==> config.mk <==
export PLATFORM = sky130hd
export DESIGN_NAME = bfknn_front
export DESIGN_NICKNAME = d
export VERILOG_FILES = /design/src/rtl/bfknn_pkg.sv /design/src/rtl/bfknn_front.sv
export SDC_FILE = /design/constraint.sdc
export NUM_CORES = 1
export LEC_CHECK = 0
export BUFFER_PORTS_ARGS = -buffer_cell sky130_fd_sc_hd__buf_2
export CAP_MARGIN = 20
export CELL_PAD_IN_SITES_DETAIL_PLACEMENT = 1
export CELL_PAD_IN_SITES_GLOBAL_PLACEMENT = 1
export CORE_MARGIN = 4
export CORE_UTILIZATION = 40
export CTS_CLUSTER_DIAMETER = 200
export DETAILED_ROUTE_END_ITERATION = 12
export PLACE_DENSITY_LB_ADDON = 0.1
export SYNTH_ARGS = -nofsm -noshare
export SYNTH_HDL_FRONTEND = slang
export SYNTH_SLANG_ARGS = --single-unit
==> constraint.sdc <==
create_clock -name clk -period 2.7 [get_ports clk]
set_clock_uncertainty 0.2 [all_clocks]
set_input_delay 0.81 -clock clk [delete_from_list [all_inputs] [get_ports clk]]
set_output_delay 0.81 -clock clk [all_outputs]
set_load 0.1 [all_outputs]
==> src/rtl/bfknn_pkg.sv <==
// bfknn_pkg: shared types and constants for the brute-force knn search block
// no dependencies
package bfknn_pkg;

    localparam int STORE_DEPTH   = 1024;
    localparam int MAX_NEIGHBORS = 16;
    localparam int COORD_BITS    = 16;
    localparam int DIMS          = 3;

    localparam int IDX_W   = $clog2(STORE_DEPTH);
    localparam int NUM_W   = IDX_W + 1;
    localparam int K_W     = $clog2(MAX_NEIGHBORS);
    localparam int KCNT_W  = K_W + 1;
    localparam int SUM_W   = COORD_BITS + 2;
    localparam int DIST_W  = 36;
    localparam logic [DIST_W-1:0] DIST_MAX = '1;

    localparam logic OP_LOAD  = 1'b0;
    localparam logic OP_QUERY = 1'b1;

    typedef enum logic [1:0] {
        METRIC_MOD_MANHATTAN = 2'd0,
        METRIC_EUCLIDEAN     = 2'd1,
        METRIC_MANHATTAN     = 2'd2,
        METRIC_MANHATTAN_ALT = 2'd3
    } metric_t;

    localparam logic [1:0] CFG_METRIC    = 2'd0;
    localparam logic [1:0] CFG_NEIGHBORS = 2'd1;
    localparam logic [1:0] CFG_NUM_REF   = 2'd2;

    typedef enum logic [1:0] {
        ST_IDLE,
        ST_SCAN,
        ST_DRAIN,
        ST_EMIT
    } state_t;

    // queued command from front to back
    typedef struct packed {
        logic                  op;
        logic [IDX_W-1:0]      load_addr;
        logic [9:0]            query_id;
        logic [COORD_BITS-1:0] x;
        logic [COORD_BITS-1:0] y;
        logic [COORD_BITS-1:0] z;
    } cmd_t;

endpackage

==> src/rtl/bfknn_front.sv <==
// bfknn_front: input beat acceptance into a two-entry command queue
// depends on bfknn_pkg
module bfknn_front (
    input  logic              clk,
    input  logic              rst_n,
    input  logic              in_valid,
    output logic              in_stall,
    input  bfknn_pkg::cmd_t   in_cmd,
    output logic              q_valid,
    output bfknn_pkg::cmd_t   q_cmd,
    input  logic              q_take
);
    import bfknn_pkg::*;

    cmd_t       mem_reg [2];
    logic       wp_reg, wp_next, rp_reg, rp_next;
    logic [1:0] cnt_reg, cnt_next;
    logic       push;

    assign in_stall = (cnt_reg == 2'd2);
    assign push     = in_valid && !in_stall;
    assign q_valid  = (cnt_reg != 2'd0);
    assign q_cmd    = mem_reg[rp_reg];

    always_comb
    begin
        wp_next  = wp_reg ^ push;
        rp_next  = rp_reg ^ q_take;
        cnt_next = cnt_reg + {1'b0, push} - {1'b0, q_take};
    end

    always_ff @(posedge clk or negedge rst_n)
    begin
        if (!rst_n)
        begin
            wp_reg  <= 1'b0;
            rp_reg  <= 1'b0;
            cnt_reg <= 2'd0;
        end
        else
        begin
            wp_reg  <= wp_next;
            rp_reg  <= rp_next;
            cnt_reg <= cnt_next;
        end
    end

    always_ff @(posedge clk)
    begin
        if (push)
            mem_reg[wp_reg] <= in_cmd;
    end

endmodule

==> impl_metrics.prom <==
# TYPE chip_impl_metric gauge
chip_impl_metric{name="max_cap_viols",unit=""} 0
chip_impl_metric{name="report.final.slew_viol_count",unit=""} 0
chip_impl_info{name="clk_tree_root_cell",value="sky130_fd_sc_hd__clkbuf_16"} 1
chip_impl_metric{name="seq_area",unit="sq um"} 4250
chip_impl_metric{name="areaGrowthSynthToFinish",unit="%"} 45.9
chip_impl_metric{name="grt.total_usage",unit=""} 0.147
chip_impl_metric{name="die_area",unit="sq um"} 15800
chip_impl_metric{name="timing.fmax",unit="GHz"} 0.370
chip_impl_metric{name="synth.ff_latch_count",unit=""} 142
chip_impl_metric{name="measured_slew_at_the_worst_slew_check_pin",unit="ps"} 492
chip_impl_metric{name="max_stage_delay",unit="ps"} 510
chip_impl_metric{name="grt.overflow.total",unit=""} 0
chip_impl_info{name="critPathLaunchType",value="flip-flop"} 1
chip_impl_info{name="mostFrequentLayoutCell",value="sky130_fd_sc_hd__edfxtp_1"} 1
chip_impl_metric{name="antenna_found_initial",unit=""} 1
chip_impl_metric{name="top_level_ports",unit=""} 144
chip_impl_metric{name="drc",unit=""} 0
chip_impl_metric{name="clk_pin_slew_worst_paths",unit="ps"} 50
chip_impl_metric{name="final.fill_count",unit=""} 1159
chip_impl_metric{name="yosysUniqueCellTypes",unit=""} 13
chip_impl_metric{name="routed_wirelength",unit="um"} 11100
chip_impl_metric{name="largest_reg_flops",unit=""} 138
chip_impl_metric{name="final.min_clock_period",unit="ps"} 2710
chip_impl_metric{name="synth.yosys.seq_area_share",unit=""} 0.765
chip_impl_metric{name="hold_viol_final",unit=""} 0
chip_impl_metric{name="first_global_vias",unit=""} 3038
chip_impl_metric{name="worst_path_setup_slack_after_routing",unit="ps"} -5.73
chip_impl_metric{name="vias_per_cell",unit=""} 4.58
chip_impl_info{name="path_cells",value="buf_16, mux2_4, buf_12"} 1
chip_impl_metric{name="setup_violations",unit=""} 5
chip_impl_metric{name="post-route-period-util",unit=""} 1.00
chip_impl_metric{name="detail-route-antenna-nets",unit=""} 0
chip_impl_info{name="layout_common_cells",value="138 x sky130_fd_sc_hd__edfxtp_1, 74 x sky130_fd_sc_hd__buf_2, 74 x sky130_fd_sc_hd__buf_12"} 1
chip_impl_metric{name="die_width",unit="um"} 126
chip_impl_metric{name="clock_insertion_delay_worst_skew",unit="ps"} 410
chip_impl_info{name="cp-end-kind",value="output port"} 1
chip_impl_metric{name="cts.path.max_buffers",unit=""} 2
chip_impl_metric{name="first_pass_iters",unit=""} 5
chip_impl_metric{name="grt_first_pass_wirelength",unit="um"} 17200
chip_impl_info{name="status",value="complete, but fails checks"} 1
chip_impl_metric{name="vias",unit=""} 2683
chip_impl_metric{name="total_clock_sinks",unit=""} 142
chip_impl_metric{name="start_util",unit=""} 0.414
chip_impl_metric{name="pin_count_of_the_biggest_net_entering_global_routing",unit=""} 38
chip_impl_metric{name="cp_data_required_time",unit="ps"} 1690
chip_impl_info{name="path_class",value="reg -> out"} 1
chip_impl_info{name="cts_tree",value="done"} 1
chip_impl_metric{name="globalplace.congestion",unit=""} 0.698
chip_impl_metric{name="slew_headroom",unit=""} 0.674
chip_impl_metric{name="hpwl",unit="um"} 7900
chip_impl_metric{name="postCtsSetupRepairBufs",unit=""} 0
chip_impl_info{name="violations",value="setup timing"} 1
chip_impl_metric{name="timing.critical_path.fanout_max",unit=""} 37
chip_impl_metric{name="critical_path_buf_inv_count",unit=""} 2
chip_impl_metric{name="post-place-cells",unit=""} 554
chip_impl_metric{name="netlist_instances",unit=""} 234
chip_impl_metric{name="fp.coreArea",unit="sq um"} 13400
chip_impl_metric{name="multi_input_comb_area",unit="sq um"} 1160
chip_impl_metric{name="detailed_router_s_first_iteration_violation_count",unit=""} 143
chip_impl_metric{name="critical_path_arrival",unit="ps"} 1700
chip_impl_metric{name="antenna-diode-count",unit=""} 0
chip_impl_info{name="setup_repair_after_global_routing_missed_its_margin",value="yes"} 1
chip_impl_metric{name="cts-buffers-inserted",unit=""} 17
chip_impl_metric{name="post_layout_net_count",unit=""} 475
chip_impl_metric{name="synthesis.area",unit="sq um"} 5550
chip_impl_metric{name="finish.cell_count_without_fillers",unit=""} 586
chip_impl_metric{name="fp.dieH",unit="um"} 126
chip_impl_info{name="top_family_by_delay_on_critical_path",value="flip-flops"} 1
chip_impl_metric{name="drt-wirelength-per-cell",unit="um"} 19.0
chip_impl_metric{name="fp-row-count",unit=""} 42
chip_impl_metric{name="h-tree-depth",unit=""} 4
chip_impl_metric{name="number_of_warnings_reported_in_the_yosys_synthesis_log",unit=""} 0
chip_impl_metric{name="syn_nets",unit=""} 311
chip_impl_metric{name="drive_above_1_share",unit=""} 0.607
chip_impl_info{name="hold_path_class",value="reg -> reg"} 1
chip_impl_info{name="cpMaxStageDelayCell",value="sky130_fd_sc_hd__dfrtp_4"} 1
chip_impl_metric{name="syn_avg_cell_area",unit="sq um"} 23.7
chip_impl_metric{name="io_buffer_count",unit=""} 143
per-layer routing:
metal,global-route usage,vias to the layer above,part of all wire
met3,0.0525,17,0.059
met5,0,-,0.00063
li1,-,1243,-
met1,0.163,1335,0.38
met4,0.0644,2,0.017
met2,0.256,86,0.54
cells in the mapped netlist:
cell type | n | area [sq um]
sky130_fd_sc_hd__edfxtp_1 | 138 | 4140
sky130_fd_sc_hd__mux2_4 | 69 | 1040
sky130_fd_sc_hd__buf_12 | 7 | 140
sky130_fd_sc_hd__dfrtp_1 | 4 | 100
sky130_fd_sc_hd__ha_1 | 4 | 50.1
sky130_fd_sc_hd__inv_1 | 4 | 15.0
sky130_fd_sc_hd__xnor2_1 | 2 | 17.5
sky130_fd_sc_hd__and2_1 | 1 | 6.26
sky130_fd_sc_hd__buf_6 | 1 | 11.3
sky130_fd_sc_hd__nand2_1 | 1 | 3.75
sky130_fd_sc_hd__nand2b_1 | 1 | 6.26
sky130_fd_sc_hd__or2_2 | 1 | 6.26
sky130_fd_sc_hd__xor2_1 | 1 | 8.76
final timing paths:
check,start,to,slack [ps],depth (start not counted)
setup / recovery,rp_reg,q_cmd[16],-6,3
hold / removal,cnt_reg[1],cnt_reg[1],310,1
setup reg to reg,cnt_reg[1],mem_reg[1][15],840,4
hold reg to reg,cnt_reg[1],cnt_reg[1],310,1
max in group asynchronous,rst_n,rp_reg,1610,2
min in group asynchronous,rst_n,wp_reg,540,2
per-stage QoR:
step	instance area (sq um)	util	worst slack (ps)	TNS (ps)	hold slack, ps
floorplan	5550	-	-545	-75270	260
global placement	7540	0.562	422	0	280
detailed placement	7540	0.562	414	0	311
CTS	8080	0.603	-36.4	-1210	319
global route	8090	0.604	-65.2	-2650	324
finish	8090	0.604	-5.73	-16.9	312
cell type report:
type,instances,area share
flip-flops and latches,142,0.525
repair buffers,153,0.236
multi-input cells,80,0.143
clock buffers,20,0.0540
well taps,176,0.0272
clock inverters,11,0.0124
inverters,4,0.00186
cells by family after synthesis:
kind of cell / synth area share
flip-flops: 0.765
multiplexers: 0.187
buffers and inverters: 0.0300
adder cells (fa/ha/maj): 0.00903
AND/OR/NAND/NOR: 0.00406
XOR/XNOR: 0.00474
timing repair:
| action | 4_1_cts | 5_1_grt |
|---|---|---|
| resized for setup | 0 | 1 |
| hold endpoints to repair | 4 | 0 |
| setup endpoints to repair | 51 | 51 |
| hold buffers | 1 | 0 |
Power is left out: the tool's default activity adds up to more than one toggle a clock period on the data nets, which glitch-free logic cannot reach.
